[src/design/frm_pkg.sv]
// Shared types and constants of the flow rule matcher.
// Used by frm_cmp and flow_rule_matcher_core; depends on nothing.
package frm_pkg;

  localparam int MAX_RULES_DEF = 16;
  localparam int MAX_PORTS_DEF = 16;
  localparam int MAX_ADDRS_DEF = 16;

  localparam int CFG_IDX_W = 8;

  localparam logic [CFG_IDX_W-1:0] REG_ENABLED   = CFG_IDX_W'(0);
  localparam logic [CFG_IDX_W-1:0] REG_MATCH_ALL = CFG_IDX_W'(1);

  typedef enum logic [1:0] {
    OP_LOOKUP   = 2'd0,
    OP_ADD_RULE = 2'd1,
    OP_ADD_PORT = 2'd2,
    OP_ADD_ADDR = 2'd3
  } op_e;

  typedef struct packed {
    logic [31:0] local_addr;
    logic [31:0] remote_addr;
    logic [15:0] lcl_port;
    logic [15:0] rmt_port;
    logic [7:0]  proto;
  } tuple_t;

  typedef struct packed {
    logic rule;
    logic port;
    logic addr;
  } scan_flags_t;

endpackage

[src/design/flow_rule_matcher_core.sv]
// Flow rule matcher top level: sequencer, tables and result register.
// Depends on frm_pkg, frm_ram and frm_cmp.
//
// Requests enter on in_valid_i / in_stall_o; a request is taken when valid is
// high and stall is low. Opcode lookup tests the five-tuple against the rule,
// port and address tables; the add opcodes append one entry or report full.
// Every request yields one result on out_valid_o / out_stall_i.
// Registers enabled and match_all are written on cfg_valid_i / cfg_ready_o,
// always ready; write them only while no request is in flight.
// A lookup that walks the tables goes from accept through the scan, last and
// done states, walking N entries, N being the largest fill count of the three
// tables (at most the largest table depth). Adds and lookups without a walk
// go straight to done. The next request can be taken in the cycle after the
// result loads.
// One entry of each table is read and compared per cycle; each table RAM has
// one read port. The block takes one request at a time and raises in_stall_o
// until the result is in the output register.
// A held result waits in the output register while out_stall_i is high; the
// next request can be accepted meanwhile and finishes once that slot frees.
// Reset empties all tables, sets enabled to one and match_all to zero.
module flow_rule_matcher_core #(
  parameter int MAX_RULES = frm_pkg::MAX_RULES_DEF,
  parameter int MAX_PORTS = frm_pkg::MAX_PORTS_DEF,
  parameter int MAX_ADDRS = frm_pkg::MAX_ADDRS_DEF
) (
  input  logic                          clk_i,
  input  logic                          rst_ni,
  input  logic                          cfg_valid_i,
  output logic                          cfg_ready_o,
  input  logic [frm_pkg::CFG_IDX_W-1:0] cfg_index_i,
  input  logic                          cfg_data_i,
  input  logic                          in_valid_i,
  output logic                          in_stall_o,
  input  logic [1:0]                    opcode_i,
  input  logic [31:0]                   local_ip_i,
  input  logic [31:0]                   remote_ip_i,
  input  logic [15:0]                   lcl_port_i,
  input  logic [15:0]                   rmt_port_i,
  input  logic [7:0]                    protocol_i,
  output logic                          out_valid_o,
  input  logic                          out_stall_i,
  output logic                          matched_o,
  output logic                          status_o
);
  import frm_pkg::*;

  localparam int RC_W   = $clog2(MAX_RULES + 1);
  localparam int PC_W   = $clog2(MAX_PORTS + 1);
  localparam int AC_W   = $clog2(MAX_ADDRS + 1);
  localparam int RA_W   = (MAX_RULES > 1) ? $clog2(MAX_RULES) : 1;
  localparam int PA_W   = (MAX_PORTS > 1) ? $clog2(MAX_PORTS) : 1;
  localparam int AA_W   = (MAX_ADDRS > 1) ? $clog2(MAX_ADDRS) : 1;
  localparam int MAX_RP = (MAX_RULES > MAX_PORTS) ? MAX_RULES : MAX_PORTS;
  localparam int MAX_N  = (MAX_RP > MAX_ADDRS) ? MAX_RP : MAX_ADDRS;
  localparam int SCAN_W = $clog2(MAX_N + 1);

  typedef enum logic [3:0] {
    ST_IDLE = 4'b0001,
    ST_SCAN = 4'b0010,
    ST_LAST = 4'b0100,
    ST_DONE = 4'b1000
  } state_e;

  state_e           state_q, state_d;
  logic [SCAN_W-1:0] idx_q, idx_d;
  logic [SCAN_W-1:0] end_q, end_d;
  logic             hit_q, hit_d;
  logic             stat_q, stat_d;
  tuple_t           key_q, key_d;
  scan_flags_t      flags_q, flags_d;
  logic [RC_W-1:0]  rule_cnt_q;
  logic [PC_W-1:0]  port_cnt_q;
  logic [AC_W-1:0]  addr_cnt_q;
  logic             enabled_q;
  logic             match_all_q;
  logic             out_valid_q;
  logic             matched_q;
  logic             status_q;

  logic             in_acc;
  logic             out_load;
  logic             rule_we, port_we, addr_we;
  logic             rd_en;
  logic             rule_full, port_full, addr_full;
  logic [SCAN_W-1:0] rc_ext, pc_ext, ac_ext, rp_max, scan_n;
  logic [SCAN_W-1:0] idx_inc;
  tuple_t           in_tuple;
  tuple_t           rule_rd;
  logic [$bits(tuple_t)-1:0] rule_rd_raw;
  logic [15:0]      port_rd;
  logic [31:0]      addr_rd;
  logic             cmp_hit;

  assign in_stall_o  = (state_q != ST_IDLE);
  assign in_acc      = in_valid_i && (state_q == ST_IDLE);
  assign cfg_ready_o = 1'b1;

  assign in_tuple.local_addr  = local_ip_i;
  assign in_tuple.remote_addr = remote_ip_i;
  assign in_tuple.lcl_port    = lcl_port_i;
  assign in_tuple.rmt_port    = rmt_port_i;
  assign in_tuple.proto       = protocol_i;

  assign rule_full = (rule_cnt_q == RC_W'(MAX_RULES));
  assign port_full = (port_cnt_q == PC_W'(MAX_PORTS));
  assign addr_full = (addr_cnt_q == AC_W'(MAX_ADDRS));

  assign rc_ext  = SCAN_W'(rule_cnt_q);
  assign pc_ext  = SCAN_W'(port_cnt_q);
  assign ac_ext  = SCAN_W'(addr_cnt_q);
  assign rp_max  = (rc_ext > pc_ext) ? rc_ext : pc_ext;
  assign scan_n  = (rp_max > ac_ext) ? rp_max : ac_ext;
  assign idx_inc = SCAN_W'(idx_q + SCAN_W'(1));

  assign out_load = (state_q == ST_DONE) && (!out_valid_q || !out_stall_i);

  always_comb begin
    state_d = state_q;
    idx_d   = idx_q;
    end_d   = end_q;
    hit_d   = hit_q;
    stat_d  = stat_q;
    key_d   = key_q;
    flags_d = '0;
    rule_we = 1'b0;
    port_we = 1'b0;
    addr_we = 1'b0;
    rd_en   = 1'b0;
    unique case (state_q)
      ST_IDLE: begin
        if (in_valid_i) begin
          key_d   = in_tuple;
          hit_d   = 1'b0;
          stat_d  = 1'b0;
          idx_d   = '0;
          end_d   = scan_n;
          state_d = ST_DONE;
          unique case (op_e'(opcode_i))
            OP_LOOKUP: begin
              if (!enabled_q) begin
                hit_d = 1'b0;
              end else if (match_all_q) begin
                hit_d = 1'b1;
              end else if (scan_n != '0) begin
                state_d = ST_SCAN;
              end
            end
            OP_ADD_RULE: begin
              stat_d  = rule_full;
              rule_we = !rule_full;
            end
            OP_ADD_PORT: begin
              stat_d  = port_full;
              port_we = !port_full;
            end
            OP_ADD_ADDR: begin
              stat_d  = addr_full;
              addr_we = !addr_full;
            end
            default: state_d = ST_DONE;
          endcase
        end
      end
      ST_SCAN: begin
        rd_en        = 1'b1;
        flags_d.rule = (idx_q < rc_ext);
        flags_d.port = (idx_q < pc_ext);
        flags_d.addr = (idx_q < ac_ext);
        idx_d        = idx_inc;
        hit_d        = hit_q | cmp_hit;
        if (idx_inc == end_q) begin
          state_d = ST_LAST;
        end
      end
      ST_LAST: begin
        hit_d   = hit_q | cmp_hit;
        state_d = ST_DONE;
      end
      ST_DONE: begin
        if (!out_valid_q || !out_stall_i) begin
          state_d = ST_IDLE;
        end
      end
      default: state_d = ST_IDLE;
    endcase
  end

  always_ff @(posedge clk_i or negedge rst_ni) begin
    if (!rst_ni) begin
      state_q     <= ST_IDLE;
      idx_q       <= '0;
      end_q       <= '0;
      flags_q     <= '0;
      rule_cnt_q  <= '0;
      port_cnt_q  <= '0;
      addr_cnt_q  <= '0;
      enabled_q   <= 1'b1;
      match_all_q <= 1'b0;
      out_valid_q <= 1'b0;
    end else begin
      state_q     <= state_d;
      idx_q       <= idx_d;
      end_q       <= end_d;
      flags_q     <= flags_d;
      out_valid_q <= out_load | (out_valid_q & out_stall_i);
      if (rule_we) begin
        rule_cnt_q <= RC_W'(rule_cnt_q + RC_W'(1));
      end
      if (port_we) begin
        port_cnt_q <= PC_W'(port_cnt_q + PC_W'(1));
      end
      if (addr_we) begin
        addr_cnt_q <= AC_W'(addr_cnt_q + AC_W'(1));
      end
      if (cfg_valid_i) begin
        if (cfg_index_i == REG_ENABLED) begin
          enabled_q <= cfg_data_i;
        end else if (cfg_index_i == REG_MATCH_ALL) begin
          match_all_q <= cfg_data_i;
        end
      end
    end
  end

  always_ff @(posedge clk_i) begin
    hit_q  <= hit_d;
    stat_q <= stat_d;
    key_q  <= key_d;
    if (out_load) begin
      matched_q <= hit_q;
      status_q  <= stat_q;
    end
  end

  assign out_valid_o = out_valid_q;
  assign matched_o   = matched_q;
  assign status_o    = status_q;

  frm_ram #(
    .WIDTH ($bits(tuple_t)),
    .DEPTH (MAX_RULES)
  ) u_rule_ram (
    .clk_i   (clk_i),
    .we_i    (rule_we),
    .waddr_i (rule_cnt_q[RA_W-1:0]),
    .wdata_i (in_tuple),
    .re_i    (rd_en),
    .raddr_i (idx_q[RA_W-1:0]),
    .rdata_o (rule_rd_raw)
  );

  assign rule_rd = tuple_t'(rule_rd_raw);

  frm_ram #(
    .WIDTH (16),
    .DEPTH (MAX_PORTS)
  ) u_port_ram (
    .clk_i   (clk_i),
    .we_i    (port_we),
    .waddr_i (port_cnt_q[PA_W-1:0]),
    .wdata_i (lcl_port_i),
    .re_i    (rd_en),
    .raddr_i (idx_q[PA_W-1:0]),
    .rdata_o (port_rd)
  );

  frm_ram #(
    .WIDTH (32),
    .DEPTH (MAX_ADDRS)
  ) u_addr_ram (
    .clk_i   (clk_i),
    .we_i    (addr_we),
    .waddr_i (addr_cnt_q[AA_W-1:0]),
    .wdata_i (local_ip_i),
    .re_i    (rd_en),
    .raddr_i (idx_q[AA_W-1:0]),
    .rdata_o (addr_rd)
  );

  frm_cmp u_cmp (
    .key_i   (key_q),
    .rule_i  (rule_rd),
    .port_i  (port_rd),
    .addr_i  (addr_rd),
    .flags_i (flags_q),
    .hit_o   (cmp_hit)
  );

  a_counts_bounded: assert property (@(posedge clk_i) disable iff (!rst_ni)
    (rule_cnt_q <= RC_W'(MAX_RULES)) && (port_cnt_q <= PC_W'(MAX_PORTS))
    && (addr_cnt_q <= AC_W'(MAX_ADDRS)))
    else $error("table fill count beyond depth");

  a_scan_in_range: assert property (@(posedge clk_i) disable iff (!rst_ni)
    (state_q == ST_SCAN) |-> (idx_q < end_q))
    else $error("scan index past end of walk");

  a_rule_append: assert property (@(posedge clk_i) disable iff (!rst_ni)
    (in_acc && (opcode_i == OP_ADD_RULE) && !rule_full)
    |=> (rule_cnt_q == RC_W'($past(rule_cnt_q) + RC_W'(1))))
    else $error("rule append did not advance count");

  a_result_from_done: assert property (@(posedge clk_i) disable iff (!rst_ni)
    $rose(out_valid_q) |-> $past(state_q == ST_DONE))
    else $error("result presented outside done state");

endmodule

[src/design/frm_ram.sv]
// Generic single-write, single-read RAM with registered read data.
// No dependencies.
module frm_ram #(
  parameter int WIDTH = 32,
  parameter int DEPTH = 16,
  parameter int AW    = (DEPTH > 1) ? $clog2(DEPTH) : 1
) (
  input  logic             clk_i,
  input  logic             we_i,
  input  logic [AW-1:0]    waddr_i,
  input  logic [WIDTH-1:0] wdata_i,
  input  logic             re_i,
  input  logic [AW-1:0]    raddr_i,
  output logic [WIDTH-1:0] rdata_o
);

  logic [WIDTH-1:0] mem_q [DEPTH];
  logic [WIDTH-1:0] rdata_q;

  always_ff @(posedge clk_i) begin
    if (we_i) begin
      mem_q[waddr_i] <= wdata_i;
    end
    if (re_i) begin
      rdata_q <= mem_q[raddr_i];
    end
  end

  assign rdata_o = rdata_q;

endmodule

[src/design/frm_cmp.sv]
// Entry compare unit: tests one rule, one port and one address entry against a tuple.
// Depends on frm_pkg.
module frm_cmp (
  input  frm_pkg::tuple_t      key_i,
  input  frm_pkg::tuple_t      rule_i,
  input  logic [15:0]          port_i,
  input  logic [31:0]          addr_i,
  input  frm_pkg::scan_flags_t flags_i,
  output logic                 hit_o
);
  import frm_pkg::*;

  logic rule_hit;
  logic port_hit;
  logic addr_hit;

  assign rule_hit = (rule_i.local_addr == '0 || rule_i.local_addr == key_i.local_addr)
                 && (rule_i.remote_addr == '0 || rule_i.remote_addr == key_i.remote_addr)
                 && (rule_i.lcl_port == '0 || rule_i.lcl_port == key_i.lcl_port)
                 && (rule_i.rmt_port == '0 || rule_i.rmt_port == key_i.rmt_port)
                 && (rule_i.proto == '0 || rule_i.proto == key_i.proto);

  assign port_hit = (port_i == key_i.lcl_port) || (port_i == key_i.rmt_port);
  assign addr_hit = (addr_i == key_i.local_addr) || (addr_i == key_i.remote_addr);

  assign hit_o = (flags_i.rule & rule_hit) | (flags_i.port & port_hit)
               | (flags_i.addr & addr_hit);

endmodule
[config.mk]
export PLATFORM = sky130hd
export DESIGN_NAME = flow_rule_matcher_core
export DESIGN_NICKNAME = d
export VERILOG_FILES = /design/src/design/frm_pkg.sv /design/src/design/flow_rule_matcher_core.sv /design/src/design/frm_ram.sv /design/src/design/frm_cmp.sv
export SDC_FILE = /design/constraint.sdc
export NUM_CORES = 2
export LEC_CHECK = 0
export BUFFER_PORTS_ARGS = -buffer_cell sky130_fd_sc_hd__buf_2
export CORE_UTILIZATION = 50
export CTS_CLUSTER_DIAMETER = 80
export DETAILED_ROUTE_END_ITERATION = 16
export PLACE_DENSITY = 0.71
export REMOVE_ABC_BUFFERS = 1
export SYNTH_ARGS = -nofsm -noshare
export SYNTH_HDL_FRONTEND = slang
export SYNTH_SLANG_ARGS = --single-unit
[constraint.sdc]
create_clock -name clk_i -period 15.2 [get_ports clk_i]
set_input_delay 3.04 -clock clk_i [delete_from_list [all_inputs] [get_ports clk_i]]
set_output_delay 3.04 -clock clk_i [all_outputs]
set_load 0.01 [all_outputs]
==> impl_metrics.env <==
export IMPL_outcome="complete, no violations"
export IMPL_number_of_global_route_vias_before_repair=52710
export IMPL_area_of_the_placeable_core_um2=210000
export IMPL_grt_usage=0.233
export IMPL_postRouteAntennaNets=0
export IMPL_cts_repair_resize_count=0
export IMPL_syn_area_um2=106000
export IMPL_grt_antenna_before_repair=20
export IMPL_post_route_worst_setup_slack_ns=8.98
export IMPL_reg2reg_slack_ns=10.42
export IMPL_path_class="primary input to flip-flop"
export IMPL_power_net_switching_mw=3.41
export IMPL_pre_cts_slack_ns=8.05
export IMPL_drt_wirelength_per_cell_um=28.8
export IMPL_clockRootBuffer="clkbuf_16"
export IMPL_crit_arrival_ns=6.76
export IMPL_synthToLayoutAreaGrowth_pct=12.0
export IMPL_fraction_of_the_yosys_area_taken_by_sequential_cells=0.774
export IMPL_route_vias_total=53209
export IMPL_clock_tree_from_tritoncts="built"
export IMPL_drive_above_1_share=0.186
export IMPL_synth_top_cells_by_count="edfxtp_1 (2692), mux2i_1 (459), o21ai_0 (321)"
export IMPL_setup_violations=0
export IMPL_synth_top_flop_cell="edfxtp_1"
export IMPL_pwr_share_seq=0.536
export IMPL_period_minus_ws_final_ns=6.22
export IMPL_achievable_frequency_mhz=161
export IMPL_edff_count_synth=2692
export IMPL_finalMaxSlewViolations=0
export IMPL_die_w_um=461
export IMPL_worst_slew_pin_transition_ns=1.32
export IMPL_postSynthRegisterBits=2727
export IMPL_first_pass_grt_wire_length_mm=360
export IMPL_synthesis_instances=5383
export IMPL_clock_latency_late_sink_ns=0.94
export IMPL_cap_viol_max_count=0
export IMPL_drcViolationCount=0
export IMPL_drt_wl_total_mm=248
export IMPL_hold_buffers=0
export IMPL_path_max_fanout=46
export IMPL_die_height_um=461
export IMPL_drt_pre_antenna_iters=6
export IMPL_power_per_cell_area_nw_per_um2=135
export IMPL_route_detailed_vias_per_inst=6.17
export IMPL_swShare=0.213
export IMPL_placement_io_buffers=123
export IMPL_drt_first_iter_violations=6562
export IMPL_post_synth_main_area_contributors="edfxtp_1 (77%), mux4_2 (6.6%), mux2i_1 (4.4%)"
export IMPL_clock_path_buffers=4
export IMPL_internal_power_mw=12.6
export IMPL_yosysMostFrequentCell="edfxtp_1"
export IMPL_cts_max_level=5
export IMPL_share_of_the_synthesized_area_in_the_top_cell_type=0.766
export IMPL_cts_clk_slew_worst_paths_ns=0.06
export IMPL_synth_async_reset_ratio=0.0128
export IMPL_fin_util=0.564
export IMPL_io_pins=125
export IMPL_setup_worst_path_start_class="primary input"
export IMPL_place_congestion=0.894
export IMPL_post_route_period_util=0.409
export IMPL_finalNetCount=5759
export IMPL_dp_cells=8118
export IMPL_fin_worst_skew_ns=0.0520
export IMPL_slew_headroom=0.117
export IMPL_pin_count_of_the_biggest_net_entering_global_routing=195
export IMPL_finalHoldViolations=0
export IMPL_cts_post_setup_buffers_inserted=0
export IMPL_power_combinational_fraction=0.048
export IMPL_yosys_warnings=0
export IMPL_worstPathRequired_ns=15.74
export IMPL_rows=168
export IMPL_numCtsBuffers=289
export IMPL_ys_types=55
export IMPL_final_cell_count_no_fill=8622
export IMPL_peakVddDrop_mv=0.125
export IMPL_worst_hold_path_type="flip-flop to flip-flop"
export IMPL_global_route_overflow_total=0
export IMPL_dp_final_hpwl_mm=138
export IMPL_syn_avg_cell_area_um2=19.6
export IMPL_worst_setup_ep_type="flip-flop"
export IMPL_power_frac_clock=0.416
export IMPL_initial_cell_density_of_the_core=0.503
export IMPL_largest_area_contributor_in_the_synthesized_netlist="edfxtp_1"
export IMPL_cts_sinks=2727
export IMPL_rsz0062_at_grt="false"
export IMPL_die_area_um2=213000
export IMPL_power_leakage_nw=36.4
-- power by group through the flow --
stage | clock, mW | sequential, mW | combinational [mW]
CTS | 6.75 | 8.58 | 0.773
finish | 6.66 | 8.58 | 0.770
detailed placement | 0 | 8.73 | 0.770
global route | 7.03 | 8.59 | 0.840
global placement | 0 | 8.73 | 0.749
floorplan | 0 | 8.71 | 0.598
-- cell families after synthesis --
kind of cell    count (synthesis)  share of synthesized area
mux                           921                      0.126
buf+inv                       288                     0.0118
simple gates                  385                     0.0182
xor+xnor                      219                     0.0182
other cells                     1                  0.0000355
flops                        2727                      0.774
compound gates                807                     0.0479
fa+ha+maj                      35                    0.00415
-- state kept, by name (all words and copies together) (netlist names) --
signal / count
u_rule_ram.mem_q: 1664
u_addr_ram.mem_q: 512
u_port_ram.mem_q: 256
key_q: 104
u_rule_ram.rdata_o: 104
u_addr_ram.rdata_o: 32
u_port_ram.rdata_o: 16
ac_ext: 5
end_q: 5
idx_q: 5
pc_ext: 5
rc_ext: 5
state_q: 4
flags_q: 3
enabled_q: 1
hit_q: 1
match_all_q: 1
matched_o: 1
out_valid_o: 1
stat_q: 1
status_o: 1
-- final cells by class --
cell class	instances	area, um2
well taps	2805	3510
clock inverters	131	1150
multi-input cells	2368	22800
fillers	15328	91500
inverters	26	110
flip-flops and latches	2727	81700
diodes	13	32.5
repair buffers	192	1230
clock buffers	360	7680
-- path summary, 6_finish.rpt --
| path | depth (start not counted) | from | to |
|---|---|---|---|
| max | 7 | opcode_i[0] | u_rule_ram.mem_q[15][64] |
| min | 0 | stat_q | status_o |
| max reg2reg | 9 | rc_ext[0] | u_rule_ram.mem_q[15][64] |
| min reg2reg | 0 | stat_q | status_o |
| max in group asynchronous | 1 | rst_ni | idx_q[3] |
| min in group asynchronous | 1 | rst_ni | match_all_q |
-- per-stage QoR --
stage | power (mW) | hold WS [ns] | setup TNS, ns | instance area [um2]
floorplan | 9.31 | 0.400 | -2611.84 | 104000
global placement | 9.48 | 0.410 | 0 | 109000
detailed placement | 9.50 | 0.410 | 0 | 109000
CTS | 16.1 | 0.423 | 0 | 118000
global route | 16.5 | 0.427 | 0 | 118000
finish | 16.0 | 0.419 | 0 | 118000
-- routing by layer --
| metal | part of all wire | track usage | wire length [um] |
|---|---|---|---|
| met1 | 0.41 | 0.334 | 103000 |
| met2 | 0.48 | 0.369 | 118000 |
| met3 | 0.084 | 0.0399 | 20800 |
| met4 | 0.024 | 0.0641 | 5960 |
| met5 | 0.00011 | 0 | 27 |
-- placed cells by master (no fill, tap or decap), types with 9 or more instances in the layout --
cell type / netlist / final
mux2_2: 154 / 154
a221oi_1: 151 / 151
diode_2: 0 / 13
dfrtp_1: 33 / 29
clkbuf_16: 0 / 297
o21ai_0: 321 / 321
edfxtp_1: 2692 / 2692
buf_2: 97 / 123
and2_1: 18 / 9
inv_1: 25 / 24
nor2_4: 0 / 16
nand4_1: 25 / 25
xor2_1: 197 / 197
inv_6: 0 / 12
clkinv_1: 0 / 55
mux4_2: 308 / 308
clkbuf_1: 132 / 62
nor4_1: 76 / 76
nor2_1: 24 / 9
ha_1: 35 / 35
and3_1: 13 / 13
nand2_1: 189 / 188
clkinv_2: 1 / 39
a21oi_1: 157 / 157
a22oi_1: 150 / 150
buf_4: 11 / 61
bufinv_16: 0 / 20
xnor2_1: 22 / 22
mux2i_1: 459 / 459
-- critical path, stage by stage --
cell	delay, ns
buf_2	0.23
inv_1	0.14
nor4_4	0.58
nand2_1	0.42
nor2_4	0.83
buf_4	0.66
buf_4	0.79
Note: power is estimated with default switching activity, not from simulation.
